$ cat src/rtl/ffha_pkg.sv
package ffha_pkg;

  // Byte address space seen by the allocator (12-bit addresses).
  localparam int unsigned ADDR_SPACE = 4096;

  // Microcode step addresses.
  typedef enum logic [4:0] {
    ST_CLR    = 5'd0,
    ST_WAIT   = 5'd1,
    ST_DISP   = 5'd2,
    ST_A_CHK  = 5'd3,
    ST_A_LOAD = 5'd4,
    ST_A_EVAL = 5'd5,
    ST_A_J1   = 5'd6,
    ST_A_J2   = 5'd7,
    ST_A_J3   = 5'd8,
    ST_A_SKIP = 5'd9,
    ST_TAKE   = 5'd10,
    ST_FRESH  = 5'd11,
    ST_OOM    = 5'd12,
    ST_F_CHK  = 5'd13,
    ST_F_LOAD = 5'd14,
    ST_F_WR   = 5'd15,
    ST_EMIT   = 5'd16,
    ST_BACK   = 5'd17
  } step_t;

  // Jump conditions: jump to target when true, else fall through to step + 1.
  typedef enum logic [3:0] {
    C_NONE,
    C_ALWAYS,
    C_NO_REQ,
    C_FREE,
    C_P_OUT,
    C_FAIL,
    C_FIT,
    C_ZERO,
    C_FREE_BAD,
    C_CLR_MORE,
    C_OUT_BUSY
  } cond_t;

  // Heap write source.
  typedef enum logic [2:0] {
    WR_NONE,
    WR_CLEAR,
    WR_MAG,
    WR_REQ,
    WR_NEG
  } wr_sel_t;

  // Result register update.
  typedef enum logic [1:0] {
    RES_KEEP,
    RES_ADDR,
    RES_OOM
  } res_sel_t;

  typedef struct packed {
    cond_t    cond;
    step_t    target;
    logic     accept;  // request may be taken in this step
    logic     ld_h;    // latch header and its magnitude from RAM
    logic     eval;    // register fit / fresh / fail decision
    logic     skip;    // advance walk pointer past current block
    wr_sel_t  wr;
    res_sel_t res;
    logic     emit;    // load output register when it is free
  } ctl_t;

  // Status from the datapath used as jump conditions.
  typedef struct packed {
    logic is_free;
    logic p_out;
    logic fail;
    logic fit;
    logic zero;
    logic free_bad;
    logic clr_more;
  } dp_flags_t;

  // Microcode ROM.
  function automatic ctl_t ucode(step_t s);
    ctl_t c;
    c = ctl_t'('0);
    case (s)
      ST_CLR: begin
        c.wr = WR_CLEAR; c.cond = C_CLR_MORE; c.target = ST_CLR;
      end
      ST_WAIT: begin
        c.accept = 1'b1; c.cond = C_NO_REQ; c.target = ST_WAIT;
      end
      ST_DISP: begin
        c.cond = C_FREE; c.target = ST_F_CHK;
      end
      ST_A_CHK: begin
        c.cond = C_P_OUT; c.target = ST_OOM;
      end
      ST_A_LOAD: begin
        c.ld_h = 1'b1;
      end
      ST_A_EVAL: begin
        c.eval = 1'b1;
      end
      ST_A_J1: begin
        c.cond = C_FAIL; c.target = ST_OOM;
      end
      ST_A_J2: begin
        c.cond = C_FIT; c.target = ST_TAKE;
      end
      ST_A_J3: begin
        c.cond = C_ZERO; c.target = ST_FRESH;
      end
      ST_A_SKIP: begin
        c.skip = 1'b1; c.cond = C_ALWAYS; c.target = ST_A_CHK;
      end
      ST_TAKE: begin
        c.wr = WR_MAG; c.res = RES_ADDR; c.cond = C_ALWAYS; c.target = ST_EMIT;
      end
      ST_FRESH: begin
        c.wr = WR_REQ; c.res = RES_ADDR; c.cond = C_ALWAYS; c.target = ST_EMIT;
      end
      ST_OOM: begin
        c.res = RES_OOM; c.cond = C_ALWAYS; c.target = ST_EMIT;
      end
      ST_F_CHK: begin
        c.cond = C_FREE_BAD; c.target = ST_EMIT;
      end
      ST_F_LOAD: begin
        c.ld_h = 1'b1;
      end
      ST_F_WR: begin
        c.wr = WR_NEG;
      end
      ST_EMIT: begin
        c.emit = 1'b1; c.cond = C_OUT_BUSY; c.target = ST_EMIT;
      end
      ST_BACK: begin
        c.cond = C_ALWAYS; c.target = ST_WAIT;
      end
      default: begin
        c.cond = C_ALWAYS; c.target = ST_CLR;
      end
    endcase
    return c;
  endfunction

endpackage

$ cat src/rtl/ffha_seq.sv
// Microcode sequencer: step counter, ROM lookup, conditional jump.
module ffha_seq (
  input  logic                clk,
  input  logic                rst,
  input  logic                in_valid,
  input  logic                out_busy,
  input  ffha_pkg::dp_flags_t flags,
  output ffha_pkg::ctl_t      ctl
);

  ffha_pkg::step_t pc;
  ffha_pkg::step_t pc_next;
  logic            take;

  assign ctl = ffha_pkg::ucode(pc);

  always_comb begin
    case (ctl.cond)
      ffha_pkg::C_NONE:     take = 1'b0;
      ffha_pkg::C_ALWAYS:   take = 1'b1;
      ffha_pkg::C_NO_REQ:   take = !in_valid;
      ffha_pkg::C_FREE:     take = flags.is_free;
      ffha_pkg::C_P_OUT:    take = flags.p_out;
      ffha_pkg::C_FAIL:     take = flags.fail;
      ffha_pkg::C_FIT:      take = flags.fit;
      ffha_pkg::C_ZERO:     take = flags.zero;
      ffha_pkg::C_FREE_BAD: take = flags.free_bad;
      ffha_pkg::C_CLR_MORE: take = flags.clr_more;
      ffha_pkg::C_OUT_BUSY: take = out_busy;
      default:              take = 1'b0;
    endcase
  end

  always_comb begin
    if (take) begin
      pc_next = ctl.target;
    end else begin
      pc_next = ffha_pkg::step_t'(5'(pc + 5'd1));
    end
  end

  always_ff @(posedge clk) begin
    if (rst) begin
      pc <= ffha_pkg::ST_CLR;
    end else begin
      pc <= pc_next;
    end
  end

endmodule

$ cat config.mk
export PLATFORM = sky130hd
export DESIGN_NAME = ffha_seq
export DESIGN_NICKNAME = d
export VERILOG_FILES = /design/src/rtl/ffha_pkg.sv /design/src/rtl/ffha_seq.sv
export SDC_FILE = /design/constraint.sdc
export NUM_CORES = 1
export LEC_CHECK = 0
export ABC_AREA = 1
export BUFFER_PORTS_ARGS = -buffer_cell sky130_fd_sc_hd__buf_4
export CAP_MARGIN = 10
export CORE_MARGIN = 2
export CORE_UTILIZATION = 50
export CTS_BUF_LIST = sky130_fd_sc_hd__clkbuf_2
export CTS_CLUSTER_DIAMETER = 120
export DETAILED_ROUTE_END_ITERATION = 7
export GPL_ROUTABILITY_DRIVEN = 0
export HOLD_SLACK_MARGIN = 0.02
export PLACE_DENSITY = 0.81
export SYNTH_ARGS = -nofsm -noshare
export SYNTH_HDL_FRONTEND = slang
export SYNTH_SLANG_ARGS = --single-unit
$ cat constraint.sdc
create_clock -name clk -period 2.22 [get_ports clk]
set_input_delay 0.111 -clock clk [delete_from_list [all_inputs] [get_ports clk]]
set_output_delay 0.111 -clock clk [all_outputs]
set_load 0.02 [all_outputs]
==> impl_metrics.json, run 1 <==
{
  "dr.pass1.iters": 4,
  "final-setup-viol-count": 5,
  "crit_path_frequent_cell": "nor2_4",
  "crit_type": "reg -> reg",
  "skew_ps": 7.392,
  "clock_sinks": 5,
  "rsz0062_at_grt": "yes",
  "worst_pin_slew_ps": 339.0,
  "cap_violations": 0,
  "violations": "negative setup slack",
  "chipHeight_um": 44.18,
  "holdBufCountCts": 0,
  "largest_register": "pc",
  "ys_dominant_reg_cell": "dfxtp_1",
  "reg_top3": "pc (5)",
  "antenna_found_initial": 0,
  "final-instance-count-excl-fill": 199,
  "crit_family": "simple AND/OR/NAND/NOR gates",
  "die-area_um2": 1951,
  "dp_hpwl_mm": 1.778,
  "arrival_ps": 2390,
  "coreArea_um2": 1506,
  "ctsLongestPathBuffers": 2,
  "post-place-cells": 189,
  "slowest_delay_ps": 410,
  "cts-buffers-inserted": 3,
  "drc": 0,
  "cts_htree_levels": 1,
  "synth_seq_cells": 5,
  "path_max_fanout": 6,
  "hold_viol_final": 0,
  "period_needed_ps": 2259,
  "io_buffer_count": 29,
  "syn_area_um2": 807.0,
  "ys_types": 21,
  "detailroute.via_count": 1072,
  "yosys.area.top_type": "nor2_1",
  "slew_headroom": 0.7733,
  "synthCells": 143,
  "track_usage": 0.2244,
  "hold_path_class": "in -> reg",
  "start_util": 0.5357,
  "syn_nets": 159,
  "path_buf_inv": 4,
  "grt_pass1_vias": 835,
  "area_delta_synth_final_pct": 58.60,
  "antenna_cells": 0,
  "wl_per_cell_um": 14.44,
  "overflow": 0,
  "cts_tree": "yes",
  "startpoint_type": "flip-flop",
  "clock_latency_ps": 230,
  "grt_max_degree": 9,
  "async_reset_ff_frac": 0,
  "slew_violations": 0,
  "die_w_um": 44.18,
  "fin_nets": 200,
  "status": "finished, violations left",
  "period_share": 1.018,
  "fmax_ghz": 0.4426,
  "critPathRequiredTime_ps": 2350,
  "rows": 14,
  "pre_cts_ws_ps": -79.87,
  "timing.final.ws_setup_ps": -39.26,
  "crit_chain": "inv_4, ha_4, inv_2, nor2_4, nand2_2, nand3_2, nor3_4, buf_6, nor2_2, nand2_1, nand3_2, nor2_4, nor2_4, nand2_4, inv_4, nor2_2, nor2_1",
  "largest_reg_flops": 5,
  "crit_slowest_cell": "dfxtp_4",
  "drt-initial-drc-count": 61,
  "end_kind": "flip-flop",
  "yosysSeqAreaShare": 0.1240,
  "drive_gt1_frac": 0.5137,
  "root_buffer": "clkbuf_2",
  "ant_nets": 0,
  "path_clk_slew_ps": 70,
  "synth-warning-count": 0,
  "grt_pass1_wl_mm": 3.360,
  "synth_edf_count": 0,
  "syn_avg_cell_area_um2": 5.644,
  "synth_area_leaders": "nor2_1 14%, nand2_1 13%, dfxtp_1 12%",
  "drt-total-wl_mm": 2.874,
  "viasPerCell": 5.387,
  "synth.top_cell.area_share": 0.1442,
  "io_pins": 30
}
## logic make-up (layout without fill, tap and decap cells)
family | after synthesis | in the layout | synth area share
compound gates | 6 | 6 | 0.04031
xor+xnor | 2 | 2 | 0.02171
fa+ha+maj | 5 | 5 | 0.07752
buf+inv | 29 | 69 | 0.1395
flops | 5 | 5 | 0.1240
simple gates | 96 | 96 | 0.5969
## stage by stage
stage / utilization / setup TNS, ps / hold WS, ps / area [um2]
CTS: 0.7201 / 0 / 166.0 / 1085
detailed placement: 0.7010 / -324.1 / 420.5 / 1056
global placement: 0.7010 / 0 / 407.0 / 1056
floorplan: - / 0 / 301.7 / 807.0
global route: 0.8497 / -685.1 / 183.7 / 1280
finish: 0.8497 / -121.2 / 165.1 / 1280
## routing by layer
metal	GRT usage	vias up	share of wire
met5	0	-	0
met4	0.06061	0	0.0073
met3	0.03673	5	0.064
met2	0.4000	48	0.51
met1	0.2765	495	0.42
li1	-	524	-
## cells in the mapped netlist, types with 2 or more instances
cell and number:
nor2_1 31, inv_1 22, nor2_4 3, nand2_2 6, nand3_1 13, inv_2 5, o21ai_1 3, ha_1 5
xor2_1 2, nand2_1 28, nor2_2 5, o21ai_0 2, dfxtp_1 5, nand4_1 6
## worst register-to-register path, stage by stage, from the launching register on
cell     delay, ps
dfxtp_4        410
inv_4           60
ha_4           160
inv_2           60
nor2_4          40
nand2_2         80
nand3_2        110
nor3_4         340
buf_6          160
nor2_2          40
nand2_1        100
nand3_2        120
nor2_4         140
nor2_4          60
nand2_4        100
inv_4           50
nor2_2          90
nor2_1          50
## cell usage in the layout (no fill, tap or decap), drive strengths merged
master	n
clkbuf	3
o211ai	1
nand3	15
buf	38
nand4	6
clkinv	1
dfxtp	5
xor2	2
nand2	35
inv	27
o21ai	5
nor2	39
nor3	1
ha	5
## worst paths after layout
path / startpoint / to / slack, ps / cells after the start
hold / removal: rst / pc[0] / 170 / 4
setup reg to reg: pc[0] / pc[3] / -40 / 17
hold reg to reg: pc[0] / pc[0] / 600 / 3
setup / recovery: pc[0] / pc[3] / -40 / 17
## final cells by class
class / instances / area, um2
repair buffers: 38 / 289.0
fillers: 93 / 226.5
inverters: 27 / 111.4
well taps: 16 / 20.02
clock buffers: 3 / 15.01
multi-input cells: 109 / 729.5
clock inverters: 1 / 5.005
flip-flops and latches: 5 / 110.1
## repair_timing
action / in CTS / in global routing
hold endpoints to repair: 0 / 0
endpoints found under the setup margin: 5 / 5
resized for setup: 3 / 43
setup buffers: 0 / 6
pin swaps: 1 / 24
Power of run 1 is not shown: default switching activity piles up to over one toggle a cycle in this logic, so the estimate is an artifact.
==> run 2: changes to the inputs <==
--- a/config.mk
+++ b/config.mk
@@ -14,8 +14,10 @@
 export CTS_CLUSTER_DIAMETER = 120
 export DETAILED_ROUTE_END_ITERATION = 7
 export GPL_ROUTABILITY_DRIVEN = 0
+export GPL_TIMING_DRIVEN = 0
 export HOLD_SLACK_MARGIN = 0.02
 export PLACE_DENSITY = 0.81
+export SLEW_MARGIN = 20
 export SYNTH_ARGS = -nofsm -noshare
 export SYNTH_HDL_FRONTEND = slang
 export SYNTH_SLANG_ARGS = --single-unit
==> impl_metrics.json, run 2 (synthesis results as in run 1) <==
{
  "grt_pass1_wl_mm": 3.422,
  "hold_end": "pc[0]",
  "grt_max_degree": 9,
  "path_clk_slew_ps": 80,
  "largest_reg_flops": 5,
  "rsz0062_at_grt": "yes",
  "end_kind": "flip-flop",
  "holdWs_ps": 158.2,
  "cts_htree_levels": 1,
  "slew_headroom": 0.7916,
  "largest_register": "pc",
  "cts-buffers-inserted": 3,
  "viasPerCell": 5.274,
  "rr_endpoint": "pc[4]",
  "fin_nets": 202,
  "place_area_um2": 1045,
  "coreArea_um2": 1506,
  "rows": 14,
  "period_needed_ps": 2166,
  "crit_slowest_cell": "dfxtp_4",
  "dr.pass1.iters": 4,
  "hold_viol_final": 0,
  "skew_ps": 19.13,
  "crit_chain": "inv_2, ha_2, inv_1, nor2_4, nand2_2, o21ai_2, nor3_4, buf_6, nand2_4, nand2_1, nand3_2, nor2_2, nor2_4, nand2_4, inv_4, nor2_2, nor2_1",
  "holdBufCountCts": 0,
  "final_area_um2": 1260,
  "detailroute.via_count": 1060,
  "ff_latch_area_um2": 107.6,
  "cts_tree": "yes",
  "regToRegSetupSlack_ps": 50,
  "period_share": 0.9756,
  "clock_sinks": 5,
  "io_pins": 30,
  "critPathRequiredTime_ps": 2340,
  "root_buffer": "clkbuf_2",
  "arrival_ps": 2290,
  "antenna_found_initial": 0,
  "final-setup-viol-count": 0,
  "fillers": 106,
  "drive_gt1_frac": 0.4919,
  "clock_latency_ps": 240,
  "die_w_um": 44.18,
  "multi_input_area_um2": 701.9,
  "slew_violations": 0,
  "slowest_delay_ps": 400,
  "drt-initial-drc-count": 25,
  "final_common_cell": "buf_4",
  "pre_cts_ws_ps": -114.1,
  "path_buf_inv": 4,
  "timing.final.ws_setup_ps": 54.07,
  "antenna_cells": 0,
  "io_buffer_count": 29,
  "startpoint_type": "flip-flop",
  "crit_type": "reg -> reg",
  "overflow": 0,
  "die-area_um2": 1951,
  "hold_start": "rst",
  "start_util": 0.5357,
  "chipHeight_um": 44.18,
  "area_delta_synth_final_pct": 56.12,
  "cap_violations": 0,
  "drt-total-wl_mm": 2.415,
  "status": "finished, final reports clean",
  "path_max_fanout": 5,
  "reg2reg_from": "pc[1]",
  "drc": 0,
  "fmax_ghz": 0.4617,
  "wl_per_cell_um": 12.01,
  "dp_hpwl_mm": 1.698,
  "worst_pin_slew_ps": 311.2,
  "reg_top3": "pc (5)",
  "crit_family": "simple AND/OR/NAND/NOR gates",
  "track_usage": 0.2340,
  "ant_nets": 0,
  "layout.cells.most_common_list": "37 x buf_4, 26 x nor2_1, 21 x nand2_1",
  "min_path_cells": 4,
  "ctsLongestPathBuffers": 2,
  "grt_pass1_vias": 821,
  "hold_path_class": "in -> reg",
  "reg2reg_depth": 17
}
-- run 2: final cells by class --
cell class              instances  share of cell area
inverters                      27             0.08441
flip-flops and latches          5             0.08540
clock inverters                 1            0.003972
clock buffers                   3             0.01192
plain buffers                   2            0.008937
well taps                      16             0.01589
repair buffers                 38              0.2324
multi-input cells             109              0.5571
-- run 2: worst min-delay path, cell delays in order --
cell	delay (ps)
buf_4	70
inv_1	70
nand2_1	80
nor2_1	30
-- run 2: worst max-delay path by stage --
stage	startpoint	to	slack, ps	depth (start not counted)
after floorplan	pc[0]	pc[2]	100	16
after global placement	pc[0]	pc[4]	-50	14
after detailed placement	pc[0]	pc[4]	-110	14
after CTS	pc[0]	pc[4]	10	16
after global routing	pc[1]	pc[1]	-110	15
final	pc[1]	pc[4]	50	17
-- run 2: what timing repair did --
action,CTS,global route
pin swaps,2,15
buffers inserted,2,7
gates cloned,0,0
gates resized for setup,6,32
setup endpoints to repair,5,5
hold endpoints to repair,0,0
-- run 2: layer usage --
layer,vias to the layer above,track usage,wire length [um]
li1,531,-,-
met4,0,0.09091,45
met2,42,0.3794,1192
met1,480,0.3102,1069
met5,-,0,0
met3,7,0.03673,108
-- run 2: through the flow --
step | TNS (ps) | utilization | instances
after detailed placement | -426.0 | 0.6935 | 188
after global routing | -437.9 | 0.8364 | 201
after floorplan | 0 | - | 143
final | 0 | 0.8364 | 201
after global placement | -192.0 | 0.6935 | 188
after CTS | 0 | 0.7267 | 194
Power of run 2 is left out for the same reason.
