==> src/rtl/ffha_pkg.sv <==
package ffha_pkg;

  // Byte address space seen by the allocator (12-bit addresses).
  localparam int unsigned ADDR_SPACE = 4096;

  // Microcode step addresses.
  typedef enum logic [4:0] {
    ST_CLR    = 5'd0,
    ST_WAIT   = 5'd1,
    ST_DISP   = 5'd2,
    ST_A_CHK  = 5'd3,
    ST_A_LOAD = 5'd4,
    ST_A_EVAL = 5'd5,
    ST_A_J1   = 5'd6,
    ST_A_J2   = 5'd7,
    ST_A_J3   = 5'd8,
    ST_A_SKIP = 5'd9,
    ST_TAKE   = 5'd10,
    ST_FRESH  = 5'd11,
    ST_OOM    = 5'd12,
    ST_F_CHK  = 5'd13,
    ST_F_LOAD = 5'd14,
    ST_F_WR   = 5'd15,
    ST_EMIT   = 5'd16,
    ST_BACK   = 5'd17
  } step_t;

  // Jump conditions: jump to target when true, else fall through to step + 1.
  typedef enum logic [3:0] {
    C_NONE,
    C_ALWAYS,
    C_NO_REQ,
    C_FREE,
    C_P_OUT,
    C_FAIL,
    C_FIT,
    C_ZERO,
    C_FREE_BAD,
    C_CLR_MORE,
    C_OUT_BUSY
  } cond_t;

  // Heap write source.
  typedef enum logic [2:0] {
    WR_NONE,
    WR_CLEAR,
    WR_MAG,
    WR_REQ,
    WR_NEG
  } wr_sel_t;

  // Result register update.
  typedef enum logic [1:0] {
    RES_KEEP,
    RES_ADDR,
    RES_OOM
  } res_sel_t;

  typedef struct packed {
    cond_t    cond;
    step_t    target;
    logic     accept;  // request may be taken in this step
    logic     ld_h;    // latch header and its magnitude from RAM
    logic     eval;    // register fit / fresh / fail decision
    logic     skip;    // advance walk pointer past current block
    wr_sel_t  wr;
    res_sel_t res;
    logic     emit;    // load output register when it is free
  } ctl_t;

  // Status from the datapath used as jump conditions.
  typedef struct packed {
    logic is_free;
    logic p_out;
    logic fail;
    logic fit;
    logic zero;
    logic free_bad;
    logic clr_more;
  } dp_flags_t;

  // Microcode ROM.
  function automatic ctl_t ucode(step_t s);
    ctl_t c;
    c = ctl_t'('0);
    case (s)
      ST_CLR: begin
        c.wr = WR_CLEAR; c.cond = C_CLR_MORE; c.target = ST_CLR;
      end
      ST_WAIT: begin
        c.accept = 1'b1; c.cond = C_NO_REQ; c.target = ST_WAIT;
      end
      ST_DISP: begin
        c.cond = C_FREE; c.target = ST_F_CHK;
      end
      ST_A_CHK: begin
        c.cond = C_P_OUT; c.target = ST_OOM;
      end
      ST_A_LOAD: begin
        c.ld_h = 1'b1;
      end
      ST_A_EVAL: begin
        c.eval = 1'b1;
      end
      ST_A_J1: begin
        c.cond = C_FAIL; c.target = ST_OOM;
      end
      ST_A_J2: begin
        c.cond = C_FIT; c.target = ST_TAKE;
      end
      ST_A_J3: begin
        c.cond = C_ZERO; c.target = ST_FRESH;
      end
      ST_A_SKIP: begin
        c.skip = 1'b1; c.cond = C_ALWAYS; c.target = ST_A_CHK;
      end
      ST_TAKE: begin
        c.wr = WR_MAG; c.res = RES_ADDR; c.cond = C_ALWAYS; c.target = ST_EMIT;
      end
      ST_FRESH: begin
        c.wr = WR_REQ; c.res = RES_ADDR; c.cond = C_ALWAYS; c.target = ST_EMIT;
      end
      ST_OOM: begin
        c.res = RES_OOM; c.cond = C_ALWAYS; c.target = ST_EMIT;
      end
      ST_F_CHK: begin
        c.cond = C_FREE_BAD; c.target = ST_EMIT;
      end
      ST_F_LOAD: begin
        c.ld_h = 1'b1;
      end
      ST_F_WR: begin
        c.wr = WR_NEG;
      end
      ST_EMIT: begin
        c.emit = 1'b1; c.cond = C_OUT_BUSY; c.target = ST_EMIT;
      end
      ST_BACK: begin
        c.cond = C_ALWAYS; c.target = ST_WAIT;
      end
      default: begin
        c.cond = C_ALWAYS; c.target = ST_CLR;
      end
    endcase
    return c;
  endfunction

endpackage

==> src/rtl/ffha_datapath.sv <==
// Allocator datapath: walk pointer, header registers, decision flags,
// clear counter and heap RAM port drive.
module ffha_datapath #(
  parameter int MEM_WORDS = 1024,
  localparam int AW = $clog2(MEM_WORDS)
) (
  input  logic                clk,
  input  logic                rst,
  input  ffha_pkg::ctl_t      ctl,
  input  logic                accept,
  input  logic                in_type,
  input  logic [12:0]         in_bytes,
  input  logic [11:0]         in_faddr,
  input  logic                cfg_we,
  input  logic [11:0]         cfg_data,
  output ffha_pkg::dp_flags_t flags,
  output logic                ram_we,
  output logic [AW-1:0]       ram_waddr,
  output logic [31:0]         ram_wdata,
  output logic [AW-1:0]       ram_raddr,
  input  logic [31:0]         ram_rdata,
  output logic [11:0]         res_addr,
  output logic                res_oom
);

  localparam logic [13:0] END_BYTES = 14'(MEM_WORDS * 4);
  localparam logic [13:0] SPACE     = 14'(ffha_pkg::ADDR_SPACE);

  logic [11:0]   heap_base;
  logic          is_free;
  logic          free_bad;
  logic [13:0]   req;
  logic [12:0]   p;
  logic [31:0]   h;
  logic [31:0]   mag;
  logic          fail;
  logic          fit;
  logic          zero;
  logic [13:0]   next_p;
  logic [AW-1:0] clr_cnt;
  logic          clr_more;

  logic [13:0] p_hdr_end;
  logic        mag_big;
  logic [12:0] ext_small;
  logic [13:0] extent;
  logic [13:0] reach;
  logic        fail_next;
  logic        fit_next;
  logic        zero_next;
  logic [9:0]  fa_word;

  assign fa_word   = in_faddr[11:2];
  assign p_hdr_end = {1'b0, p} + 14'd4;

  // Block size decision on the latched header.
  assign mag_big   = |mag[31:12];
  assign ext_small = ({1'b0, mag[11:0]} + 13'd3) & ~13'd3;
  assign zero_next = (h == 32'd0);
  assign extent    = zero_next ? req : {1'b0, ext_small};
  assign reach     = p_hdr_end + extent;
  assign fit_next  = h[31] && ((|mag[31:14]) || (mag[13:0] >= req));
  assign fail_next = (!zero_next && mag_big) || (reach > END_BYTES);

  assign clr_more = (clr_cnt != AW'(MEM_WORDS - 1));

  always_comb begin
    flags.is_free  = is_free;
    flags.p_out    = (p_hdr_end > END_BYTES) || (p_hdr_end >= SPACE);
    flags.fail     = fail;
    flags.fit      = fit;
    flags.zero     = zero;
    flags.free_bad = free_bad;
    flags.clr_more = clr_more;
  end

  assign ram_raddr = p[AW+1:2];

  always_comb begin
    ram_we    = 1'b1;
    ram_waddr = p[AW+1:2];
    ram_wdata = 32'd0;
    case (ctl.wr)
      ffha_pkg::WR_NONE:  ram_we = 1'b0;
      ffha_pkg::WR_CLEAR: ram_waddr = clr_cnt;
      ffha_pkg::WR_MAG:   ram_wdata = mag;
      ffha_pkg::WR_REQ:   ram_wdata = {18'd0, req};
      ffha_pkg::WR_NEG:   ram_wdata = 32'd0 - h;
      default:            ram_we = 1'b0;
    endcase
  end

  always_ff @(posedge clk) begin
    if (rst) begin
      heap_base <= '0;
      clr_cnt   <= '0;
    end else begin
      if (cfg_we) begin
        heap_base <= cfg_data;
      end
      if (ctl.wr == ffha_pkg::WR_CLEAR) begin
        clr_cnt <= clr_more ? AW'(clr_cnt + 1'b1) : '0;
      end
    end
  end

  always_ff @(posedge clk) begin
    if (accept) begin
      is_free  <= in_type;
      req      <= ({1'b0, in_bytes} + 14'd3) & ~14'd3;
      free_bad <= (fa_word == 10'd0) || ({2'b00, fa_word, 2'b00} > END_BYTES);
      res_addr <= '0;
      res_oom  <= 1'b0;
      if (in_type) begin
        p <= {1'b0, 10'(fa_word - 10'd1), 2'b00};
      end else begin
        p <= {1'b0, heap_base[11:2], 2'b00};
      end
    end else begin
      if (ctl.skip) begin
        p <= next_p[12:0];
      end
      case (ctl.res)
        ffha_pkg::RES_ADDR: res_addr <= p_hdr_end[11:0];
        ffha_pkg::RES_OOM:  res_oom  <= 1'b1;
        default:            ;
      endcase
    end
    if (ctl.ld_h) begin
      h   <= ram_rdata;
      mag <= ram_rdata[31] ? (32'd0 - ram_rdata) : ram_rdata;
    end
    if (ctl.eval) begin
      fail   <= fail_next;
      fit    <= fit_next;
      zero   <= zero_next;
      next_p <= reach;
    end
  end

endmodule

==> config.mk <==
export PLATFORM = sky130hd
export DESIGN_NAME = ffha_datapath
export DESIGN_NICKNAME = d
export VERILOG_FILES = /design/src/rtl/ffha_pkg.sv /design/src/rtl/ffha_datapath.sv
export SDC_FILE = /design/constraint.sdc
export NUM_CORES = 1
export LEC_CHECK = 0
export ABC_AREA = 1
export BUFFER_PORTS_ARGS = -buffer_cell sky130_fd_sc_hd__buf_2
export CORE_ASPECT_RATIO = 1.25
export CORE_MARGIN = 10
export CORE_UTILIZATION = 57
export DETAILED_ROUTE_END_ITERATION = 10
export GPL_ROUTABILITY_DRIVEN = 0
export PLACE_DENSITY = 0.91
export SLEW_MARGIN = 20
export SYNTH_ARGS = -nofsm -noshare
export SYNTH_HDL_FRONTEND = slang
export SYNTH_SLANG_ARGS = --single-unit
==> constraint.sdc <==
create_clock -name clk -period 4.2 [get_ports clk]
set_input_delay 0.42 -clock clk [delete_from_list [all_inputs] [get_ports clk]]
set_output_delay 0.42 -clock clk [all_outputs]
set_load 0.02 [all_outputs]
==> flow_summary.ini, run 1 <==
[sta]
rsz0062_at_grt = false
layout_setup_ws_ns = 0.422
finalHoldViolCount = 0
finalCritPeriodShare_pct = 90.0
fin_skew_ns = 0.00923
maxSlewViolCount = 0
worstMarginPinSlew_ns = 1.01
setup_total_negative_slack_ns = 0
final_period_minus_worst_setup_slack_ns = 3.78
timing.max_slew.rel_slack_pct = 32.9
fmaxAchievable_mhz = 265
final-setup-viol-count = 0

[power_and_ir_drop]
netSwitchingFraction_pct = 31.2
cell_internal_pwr_mw = 2.91
power_frac_comb_pct = 22.6
power.share.sequential_pct = 41.9
power.share.clock_pct = 35.5
power_leakage_nw = 4.89
power.density_cell_area_mw_per_mm2 = 406
vdd_ir_drop_max_v = 0.000303
p_sw_mw = 1.32

[synth]
post_synth_xor_area_fraction_pct = 5.18
main_combinational_cell_family_by_area_after_synthesis = simple AND/OR/NAND/NOR gates
muxShareOfSynthArea_pct = 0
synthAdderAreaFrac_pct = 4.14
netlist.area_leader.share_pct = 35.5
syn_nets = 1296
yosysWarnings = 0
synth_cell_types = 42
synth.avg_cell_area_sq_um = 7.63
synth_enable_flop_cells = 106
share_of_the_synthesized_area_in_compound_gates_ao_oa_aoi_oai_pct = 10.1
largest_cells_by_area_after_synthesis = sky130_fd_sc_hd__edfxtp_1 (36%), sky130_fd_sc_hd__nand2_1 (10%), sky130_fd_sc_hd__dfxtp_1 (7.4%), sky130_fd_sc_hd__inv_1 (7.2%), sky130_fd_sc_hd__nor2_1 (7.1%)
cell_accounting_for_the_most_synthesized_area = sky130_fd_sc_hd__edfxtp_1
gate_count_of_the_mapped_netlist = 1174
async_reset_ff_share_pct = 0
synthesis.area_sq_mm = 0.00896
ys.flop_type = sky130_fd_sc_hd__edfxtp_1
seq_area_frac_synth_pct = 42.9
postSynthRegisterBits = 139
synth_simple_gate_area_share_pct = 28.0

[min_path]
hold_path_depth = 1
hp-class = in2reg
critical_hold_path_startpoint = ram_rdata[1]
worstHoldEndpoint = h[1]

[routing]
final_antenna_net_count = 0
routed-via-count = 8690
drc = 0
first_pass_iters = 6
drt-vias-per-instance = 5.65
avgRoutedWirePerCell_um = 16.5
drt-initial-drc-count = 1099
wirelength_mm = 25.3

[clock_network]
post_cts_buffers = 0
number_of_cells_upsized_or_downsized_after_cts = 0
cts_buffer_depth = 2
clkSlewWorstSetupHoldPaths_ns = 0.06
tritoncts = done
cts_num_sinks = 139
insertion_delay_ns = 0.43
clock-root-buffer = sky130_fd_sc_hd__clkbuf_16
numCtsBuffers = 17
clock_h_tree_levels = 4
cts_hold_buf = 0

[floorplan]
start_util_pct = 57.8
die_h_um = 160
floorplan.die.width_um = 132
area_of_the_die_sq_mm = 0.0212
io_pins = 166
fp.coreArea_sq_mm = 0.0155
floorplan.rows = 51

[worst_setup_path]
crit_chain = inv_1 -> ha_1 -> nand2_1 -> nor2_2 -> nand2_2 -> nor2_4 -> nand2_2 -> inv_1 -> nand2_1 -> o31ai_1 -> ha_1 -> inv_1 -> fa_1 -> inv_1 -> nor2_1 -> nand2_1 -> nor2_1 -> nand3_1 -> nor2_1 -> nand2_1 -> nor2_1 -> nand3_1 -> nand2_1 -> nand2_1
critical-path-top-delay-family = simple AND/OR/NAND/NOR gates
timing.critical_path.arrival_ns = 3.95
timing.critical_path.from_type = flip-flop
cp-end-kind = flip-flop
ff2ff_setup_slack_ns = 0.42
cell_repeated_most_along_the_worst_path = sky130_fd_sc_hd__nand2_1
slowest_delay_ns = 0.49
reg2reg_end = fail
path_buf_inv = 4
timing_worst_setup_path_type = reg2reg
critPathSlowestCell = sky130_fd_sc_hd__fa_1
worstReg2RegStart = h[0]
worst_r2r_path_depth = 24
critPathMaxFanout = 18
cp.required_ns = 4.37

[placed_design]
place.detailed.instances = 1507
worst_slack_placed_ns = 0.445
place.port_buffers = 150
place_hpwl_mm = 19.5

[global_routing]
antenna_found_initial = 0
grt_util_all_layers_pct = 23.2
grt_overflow = 0
first_global_vias = 8537
wire_length_of_the_first_global_routing_pass_mm = 40.3
grt_max_degree = 47

[job]
drv_cap = 0

[layout]
insertedDiodeCount = 0
synthToLayoutAreaGrowth_pct = 16.4
design.final.nets = 1436
finish.cell_count_without_fillers = 1539
drive_above_1_share_pct = 16.8

[status]
run_status = finished, final reports clean
stage by stage:
step	area (sq um)	total power [mW]	util [%]	hold slack (ns)
3_5_place_dp	9820	2.72	63.3	0.471
4_1_cts	10400	4.21	67.2	0.179
3_3_place_gp	9820	2.67	63.3	0.445
2_1_floorplan	8960	2.42	-	0.451
5_1_grt	10400	4.43	67.2	0.176
6_report	10400	4.23	67.2	0.188
final cells by class:
| type | count | area, sq um |
|---|---|---|
| multi-input combinational | 823 | 4250 |
| clock inverter | 7 | 48.8 |
| fill | 1200 | 5080 |
| tap | 212 | 265 |
| timing repair buffer | 156 | 796 |
| clock buffer | 25 | 561 |
| sequential | 139 | 3840 |
| inverter | 177 | 664 |
per-layer routing:
metal  global-route usage, %  share of wire (%)
met2                    42.0                 50
met1                    24.1                 36
met4                    13.6                5.0
met3                    5.24                9.1
met5                       0                  0
cells in the final DEF, fill, tap and decap left out, types with 33 or more instances in the layout:
cell	n
sky130_fd_sc_hd__a21oi_1	48
sky130_fd_sc_hd__buf_2	150
sky130_fd_sc_hd__dfxtp_1	33
sky130_fd_sc_hd__edfxtp_1	106
sky130_fd_sc_hd__inv_1	171
sky130_fd_sc_hd__nand2_1	249
sky130_fd_sc_hd__nand3_1	73
sky130_fd_sc_hd__nor2_1	169
sky130_fd_sc_hd__o21ai_0	75
sky130_fd_sc_hd__xor2_1	38
synth_stat cells (2+ instances only):
| cell | instances |
|---|---|
| sky130_fd_sc_hd__nand2_2 | 6 |
| sky130_fd_sc_hd__nor3_1 | 20 |
| sky130_fd_sc_hd__o221ai_1 | 4 |
| sky130_fd_sc_hd__xor2_1 | 38 |
| sky130_fd_sc_hd__xnor2_1 | 15 |
| sky130_fd_sc_hd__nand2_1 | 249 |
| sky130_fd_sc_hd__nor2_2 | 11 |
| sky130_fd_sc_hd__nor2_1 | 169 |
| sky130_fd_sc_hd__a21oi_1 | 48 |
| sky130_fd_sc_hd__clkinv_1 | 3 |
| sky130_fd_sc_hd__or2_2 | 5 |
| sky130_fd_sc_hd__nand3_1 | 73 |
| sky130_fd_sc_hd__buf_4 | 16 |
| sky130_fd_sc_hd__nor3_2 | 2 |
| sky130_fd_sc_hd__o22ai_1 | 3 |
| sky130_fd_sc_hd__nand3_2 | 2 |
| sky130_fd_sc_hd__buf_2 | 2 |
| sky130_fd_sc_hd__nand3b_1 | 3 |
| sky130_fd_sc_hd__nor2_4 | 5 |
| sky130_fd_sc_hd__o31ai_1 | 6 |
| sky130_fd_sc_hd__nand4_1 | 15 |
| sky130_fd_sc_hd__o211ai_1 | 4 |
| sky130_fd_sc_hd__clkbuf_1 | 15 |
| sky130_fd_sc_hd__a31oi_1 | 3 |
| sky130_fd_sc_hd__inv_1 | 171 |
| sky130_fd_sc_hd__o21ai_1 | 12 |
| sky130_fd_sc_hd__ha_1 | 28 |
| sky130_fd_sc_hd__nor4_1 | 12 |
| sky130_fd_sc_hd__a22oi_1 | 7 |
| sky130_fd_sc_hd__inv_2 | 3 |
| sky130_fd_sc_hd__o21ai_0 | 75 |
| sky130_fd_sc_hd__nor3_4 | 2 |
| sky130_fd_sc_hd__dfxtp_1 | 33 |
| sky130_fd_sc_hd__edfxtp_1 | 106 |
power by group through the flow:
stage,registers [mW],logic (mW),clock network [mW]
2_1_floorplan,1.76,0.656,0
3_5_place_dp,1.79,0.929,0
6_report,1.77,0.957,1.50
4_1_cts,1.77,0.942,1.50
5_1_grt,1.78,1.07,1.57
3_3_place_gp,1.78,0.889,0
cells by family after synthesis:
family | count (synthesis)
XOR/XNOR | 53
AO/OA/AOI/OAI | 165
AND/OR/NAND/NOR | 576
flip-flops | 139
buffers and inverters | 212
adder cells (fa/ha/maj) | 29
worst max path at each step:
stage | from | end | slack (ns) | depth (start not counted)
2_1_floorplan | h[0] | fail | 1.09 | 24
3_3_place_gp | h[0] | fail | 0.61 | 24
3_5_place_dp | h[0] | fail | 0.44 | 24
4_1_cts | h[0] | fail | 0.42 | 24
5_1_grt | h[0] | fail | 0.02 | 24
6_report | h[0] | fail | 0.42 | 24
registers in the layout, summed over array words and instances, names as in the netlist:
register and cells:
h 32, mag 31, next_p 13, p 13, req 12, res_addr 12
clr_cnt 10, heap_base 10, fail 1, fit 1, free_bad 1, is_free 1
res_oom 1, zero 1
No activity file was read; power rests on OpenSTA's default activity.
==> run 2, diff against run 1 <==
==> constraint.sdc (replaced) <==
create_clock -name clk -period 3.5 [get_ports clk]
set_input_delay 0.35 -clock clk [delete_from_list [all_inputs] [get_ports clk]]
set_output_delay 0.35 -clock clk [all_outputs]
set_load 0.02 [all_outputs]
==> run 2 against run 1 <==
Critical path type unchanged. Via count unchanged. Routed wire length shrank 0.52%. Total power is 22% higher. Fmax is 14% higher. Die area did not move. Largest power group unchanged.
==> flow_summary.ini, run 2 (synthesized netlist as in run 1, its figures left out) <==
[routing]
routed-via-count = 8690
first_pass_iters = 7
drt-initial-drc-count = 968
final_antenna_net_count = 0
wirelength_mm = 25.2
drc = 0
avgRoutedWirePerCell_um = 16.3
drt-vias-per-instance = 5.63

[floorplan]
start_util_pct = 57.8
area_of_the_die_sq_mm = 0.0212
floorplan.die.width_um = 132
die_h_um = 160
fp.coreArea_sq_mm = 0.0155
io_pins = 166
floorplan.rows = 51

[global_routing]
grt_util_all_layers_pct = 22.8
grt_max_degree = 36
grt_overflow = 0
antenna_found_initial = 0
wire_length_of_the_first_global_routing_pass_mm = 40.0
first_global_vias = 8560

[layout]
finish.cell_count_without_fillers = 1543
drive_above_1_share_pct = 17.8
multi_input_comb_area_sq_mm = 0.00427
design.final.nets = 1440
postLayoutCellArea_sq_mm = 0.0105
top_regs = h (32), mag (31)
biggest_register = h
most_frequent_cells_in_the_layout = sky130_fd_sc_hd__nand2_1 (248), sky130_fd_sc_hd__inv_1 (168), sky130_fd_sc_hd__nor2_1 (167), sky130_fd_sc_hd__buf_2 (150), sky130_fd_sc_hd__edfxtp_1 (106)
sequential_cell_area_sq_mm = 0.00384
synthToLayoutAreaGrowth_pct = 17.1
final_common_cell = sky130_fd_sc_hd__nand2_1
fillers = 1213
insertedDiodeCount = 0
flip_flop_count_of_the_largest_register_after_layout = 32
finalCoreUtilization_pct = 67.7

[worst_setup_path]
cp.required_ns = 3.67
timing.critical_path.from_type = flip-flop
slowest_delay_ns = 0.48
timing.critical_path.arrival_ns = 3.47
cp-end-kind = flip-flop
critical-path-top-delay-family = simple AND/OR/NAND/NOR gates
path_buf_inv = 4
critPathSlowestCell = sky130_fd_sc_hd__fa_1
crit_chain = inv_2 -> ha_2 -> nand2_2 -> nor2_4 -> nand2_4 -> nor2_4 -> nand2_2 -> inv_2 -> nand2_1 -> o31ai_1 -> ha_2 -> inv_1 -> fa_1 -> inv_1 -> nor2_1 -> nand2_1 -> nor2_1 -> nand3_1 -> nor2_1 -> nand2_1 -> nor2_1 -> nand3_1 -> nand2_1 -> nand2_1
ff2ff_setup_slack_ns = 0.20
cell_repeated_most_along_the_worst_path = sky130_fd_sc_hd__nand2_1
reg2reg_end = fail
worst_r2r_path_depth = 24
critPathMaxFanout = 4
cp-startpoint = h[0]
timing_worst_setup_path_type = reg2reg
worstReg2RegStart = h[0]

[power_and_ir_drop]
vdd_ir_drop_max_v = 0.000357
power.density_cell_area_mw_per_mm2 = 491
power_leakage_nw = 4.91
design_power_total_mw = 5.15

[clock_network]
clock-root-buffer = sky130_fd_sc_hd__clkbuf_16
clock_h_tree_levels = 4
cts_buffer_depth = 2
numCtsBuffers = 17
tritoncts = done
clkSlewWorstSetupHoldPaths_ns = 0.06
cts_hold_buf = 0
cts_num_sinks = 139
insertion_delay_ns = 0.43

[sta]
final.hold.worst_slack_ns = 0.116
timing.max_slew.rel_slack_pct = 56.3
layout_setup_ws_ns = 0.200
finalHoldViolCount = 0
final-setup-viol-count = 0
fin_skew_ns = 0.0111
setup_total_negative_slack_ns = 0
maxSlewViolCount = 0
worstMarginPinSlew_ns = 0.656
fmaxAchievable_mhz = 303
final_period_minus_worst_setup_slack_ns = 3.30
finalCritPeriodShare_pct = 94.3

[job]
drv_cap = 0

[placed_design]
post_dp_cell_area_sq_mm = 0.00983
place.port_buffers = 150
place.detailed.instances = 1509
worst_slack_placed_ns = 0.0922
place_hpwl_mm = 19.3

[min_path]
critical_hold_path_startpoint = ram_rdata[1]
hp-class = in2reg
hold_path_depth = 1
worstHoldEndpoint = h[1]

[status]
run_status = finished, final reports clean
run 2: cell types whose count changed in the layout (fill, tap and decap cells not counted), moves of 3 or more:
cell,delta
sky130_fd_sc_hd__clkinvlp_4,+3
sky130_fd_sc_hd__clkbuf_16,-4
sky130_fd_sc_hd__bufinv_16,+3
sky130_fd_sc_hd__inv_2,+3
sky130_fd_sc_hd__buf_4,+3
sky130_fd_sc_hd__inv_1,-3
sky130_fd_sc_hd__inv_6,+4
run 2: timing repair:
action                     CTS  global route
setup endpoints to repair    0             2
resized for setup            0            12
buffers inserted             0             2
run 2: worst max-delay path by stage:
| stage | cells past startpoint | slack, ns | end |
|---|---|---|---|
| floorplan | 24 | 0.39 | fail |
| global placement | 24 | 0.14 | fail |
| detailed placement | 24 | 0.09 | fail |
| CTS | 24 | 0.06 | fail |
| global route | 24 | -0.05 | fail |
| finish | 24 | 0.20 | fail |
run 2: power breakdown:
part           internal [mW]  switching, mW  leakage [nW]
logic                  0.388          0.757          3.30
clock network           1.13          0.741         0.289
registers               1.99          0.136          1.32
total                   3.51           1.63          4.91
run 2: per-layer routing:
metal / vias up / share of wire, % / GRT usage, %
met4: 0 / 4.5 / 12.4
met2: 487 / 51 / 41.6
li1: 4130 / - / -
met5: - / 0 / 0
met3: 93 / 8.4 / 4.80
met1: 3980 / 36 / 23.9
run 2: final cells by class:
type	instances	share of cell area, %
sequential	139	36.6
timing repair buffer	160	7.91
multi-input combinational	823	40.7
clock inverter	15	1.80
tap	212	2.53
inverter	177	6.33
clock buffer	17	4.05
==> run 3, diff against run 2 <==
--- a/config.mk
+++ b/config.mk
@@ -5,14 +5,14 @@
 export SDC_FILE = /design/constraint.sdc
 export NUM_CORES = 1
 export LEC_CHECK = 0
-export ABC_AREA = 1
+export ABC_AREA = 0
 export BUFFER_PORTS_ARGS = -buffer_cell sky130_fd_sc_hd__buf_2
 export CORE_ASPECT_RATIO = 1.25
 export CORE_MARGIN = 10
-export CORE_UTILIZATION = 57
+export CORE_UTILIZATION = 56
 export DETAILED_ROUTE_END_ITERATION = 10
 export GPL_ROUTABILITY_DRIVEN = 0
-export PLACE_DENSITY = 0.91
+export PLACE_DENSITY = 0.9
 export SLEW_MARGIN = 20
 export SYNTH_ARGS = -nofsm -noshare
 export SYNTH_HDL_FRONTEND = slang
==> run 3 against run 2 <==
The flow now finishes with violations (setup timing). Hold slack better by 0.011 ns. Setup slack worse by 1.6 ns. Critical path type unchanged. Largest cell class unchanged. Largest power group unchanged. Flip-flop and latch count unchanged. Routed wire length down 1.1%.
==> flow_summary.ini, run 3 <==
[routing]
routed-via-count = 7214
drc = 0
final_antenna_net_count = 0
avgRoutedWirePerCell_um = 20.7
first_pass_iters = 5
drt-vias-per-instance = 5.98
drt-initial-drc-count = 576
wirelength_mm = 24.9

[sta]
timing.max_slew.rel_slack_pct = 30.0
rsz0062_at_grt = true
setup_total_negative_slack_ns = -8.13
fmaxAchievable_mhz = 206
final-setup-viol-count = 15
maxSlewViolCount = 0
finalHoldViolCount = 0
worstMarginPinSlew_ns = 1.05
finalCritPeriodShare_pct = 139
fin_skew_ns = 0.0126
final_period_minus_worst_setup_slack_ns = 4.85
layout_setup_ws_ns = -1.35

[status]
violations = setup timing
run_status = finished with violations

[worst_setup_path]
cp.required_ns = 3.66
cp-end-kind = flip-flop
critPathMaxFanout = 4
timing.critical_path.from_type = flip-flop
cell_repeated_most_along_the_worst_path = sky130_fd_sc_hd__or4b_4
critical-path-top-delay-family = simple AND/OR/NAND/NOR gates
crit_chain = or4_4 -> nor4_4 -> buf_4 -> nand2_1 -> or4b_4 -> o21ai_2 -> o21a_1 -> ha_2 -> inv_2 -> fa_2 -> inv_1 -> or4_1 -> nor4_2 -> or4b_4 -> nor3_2 -> o211ai_1
slowest_delay_ns = 0.60
critPathSlowestCell = sky130_fd_sc_hd__or4_4
path_buf_inv = 3
timing_worst_setup_path_type = reg2reg
timing.critical_path.arrival_ns = 5.02
ff2ff_setup_slack_ns = -1.35

[placed_design]
worst_slack_placed_ns = -1.37
place_hpwl_mm = 17.4
place.port_buffers = 150
place.detailed.instances = 1164

[global_routing]
grt_util_all_layers_pct = 23.9
wire_length_of_the_first_global_routing_pass_mm = 37.8
first_global_vias = 7421
grt.met3_usage_pct = 7.15
gr-max-usage-layer = met2
grtUsageMet1_pct = 24.9
grt_max_degree = 46
grt_overflow = 0
grt_util_met2_pct = 42.4
antenna_found_initial = 0

[layout]
fillers = 918
biggest_register = h
drive_above_1_share_pct = 32.8
flip_flop_count_of_the_largest_register_after_layout = 32
insertedDiodeCount = 0
top_regs = h (32), mag (31)
final_common_cell = sky130_fd_sc_hd__buf_2
most_frequent_cells_in_the_layout = sky130_fd_sc_hd__buf_2 (142), sky130_fd_sc_hd__edfxtp_1 (106), sky130_fd_sc_hd__nand2_1 (86), sky130_fd_sc_hd__buf_4 (86), sky130_fd_sc_hd__nor2_1 (67)
synthToLayoutAreaGrowth_pct = 28.8
design.final.nets = 1138
finish.cell_count_without_fillers = 1207

[min_path]
hp-class = in2reg

[floorplan]
die_h_um = 155
start_util_pct = 56.9
fp.coreArea_sq_mm = 0.0143
area_of_the_die_sq_mm = 0.0198
floorplan.die.width_um = 128
floorplan.rows = 49
io_pins = 166

[synth]
synthMostInstantiatedCell = sky130_fd_sc_hd__edfxtp_1
gate_count_of_the_mapped_netlist = 802
syn_nets = 924
synth_cell_types = 53
postSynthRegisterBits = 139
ys.flop_type = sky130_fd_sc_hd__edfxtp_1
seq_area_frac_synth_pct = 47.3
synth.avg_cell_area_sq_um = 10.1
synthesis.area_sq_mm = 0.00812
netlist.area_leader.share_pct = 39.2
synth_top_cells_by_count = sky130_fd_sc_hd__edfxtp_1 (106), sky130_fd_sc_hd__nand2_1 (86), sky130_fd_sc_hd__nor2_1 (70)
largest_cells_by_area_after_synthesis = sky130_fd_sc_hd__edfxtp_1 (39%), sky130_fd_sc_hd__dfxtp_1 (8.1%), sky130_fd_sc_hd__xnor2_1 (6.8%), sky130_fd_sc_hd__xor2_1 (5.1%), sky130_fd_sc_hd__ha_1 (4.3%)
yosysWarnings = 0
async_reset_ff_share_pct = 0
synth_enable_flop_cells = 106
cell_accounting_for_the_most_synthesized_area = sky130_fd_sc_hd__edfxtp_1

[clock_network]
clkSlewWorstSetupHoldPaths_ns = 0.06
tritoncts = done
clock-root-buffer = sky130_fd_sc_hd__clkbuf_16
cts_num_sinks = 139
cts_hold_buf = 0
numCtsBuffers = 17
insertion_delay_ns = 0.43
clock_h_tree_levels = 4
cts_buffer_depth = 2

[power_and_ir_drop]
power_leakage_nw = 4.42
power.density_cell_area_mw_per_mm2 = 538
design_power_total_mw = 5.63
vdd_ir_drop_max_v = 0.000469

[job]
drv_cap = 0
-- run 3: changes by cell type in the layout (fill, tap and decap cells not counted), sizes merged, moves of 11 or more --
| cell | delta |
|---|---|
| o21ai | -41 |
| buf | +78 |
| a21oi | -21 |
| inv | -147 |
| or4 | +13 |
| nand2b | +12 |
| nand2 | -169 |
| xnor2 | +48 |
| nand3 | -59 |
| nor2 | -115 |
| mux2i | +32 |
| nor3 | -11 |
-- run 3: worst paths after layout --
| path | depth (start not counted) | end | from |
|---|---|---|---|
| worst max-delay path | 16 | fail | h[13] |
| worst min-delay path | 1 | h[21] | ram_rdata[21] |
| worst max register to register | 16 | fail | h[13] |
| worst min register to register | 2 | res_oom | res_oom |
-- run 3: timing repair --
action                     CTS  global route
buffers inserted             6             8
gates cloned                 0             0
setup endpoints to repair   16            24
pin swaps                   12            21
resized for setup           41            26
-- run 3: final cells by class --
class                      count  area, sq um  share of cell area [%]
timing repair buffer         238         1470                    14.0
clock buffer                  18          429                    4.10
clock inverter                14          149                    1.42
sequential                   139         3840                    36.7
multi-input combinational    588         4230                    40.4
tap                          178          223                    2.13
inverter                      32          120                    1.15
-- run 3: routing by layer --
| layer | vias to the layer above | wire length (um) | share of wire, % |
|---|---|---|---|
| met1 | 3435 | 8580 | 34 |
| met3 | 101 | 2210 | 8.9 |
| met5 | - | 0 | 0 |
| met4 | 0 | 1170 | 4.7 |
| met2 | 401 | 13000 | 52 |
| li1 | 3277 | - | - |
-- run 3: metrics by stage --
step / util (%) / cell area (sq um) / hold slack [ns]
floorplan: - / 8210 / 0.419
global placement: 66.7 / 9530 / 0.448
detailed placement: 66.7 / 9530 / 0.458
CTS: 72.2 / 10300 / 0.115
global route: 73.3 / 10500 / 0.124
finish: 73.3 / 10500 / 0.127
-- run 3: power breakdown --
| group | internal [mW] | switching (mW) |
|---|---|---|
| Clock | 1.05 | 0.726 |
| Combinational | 0.727 | 0.920 |
| Sequential | 2.04 | 0.163 |
-- run 3: logic make-up (layout without fill, tap and decap cells) --
group	Yosys count	count (layout)	synth area share (%)
AOI/OAI and AO/OA	124	124	9.21
xor gates and xnor gates	110	110	11.9
adders and majority gates	29	29	4.56
buffers and inverters	75	302	4.22
DFF	139	139	47.3
muxes	42	42	5.33
and+or+nand+nor	283	283	17.5
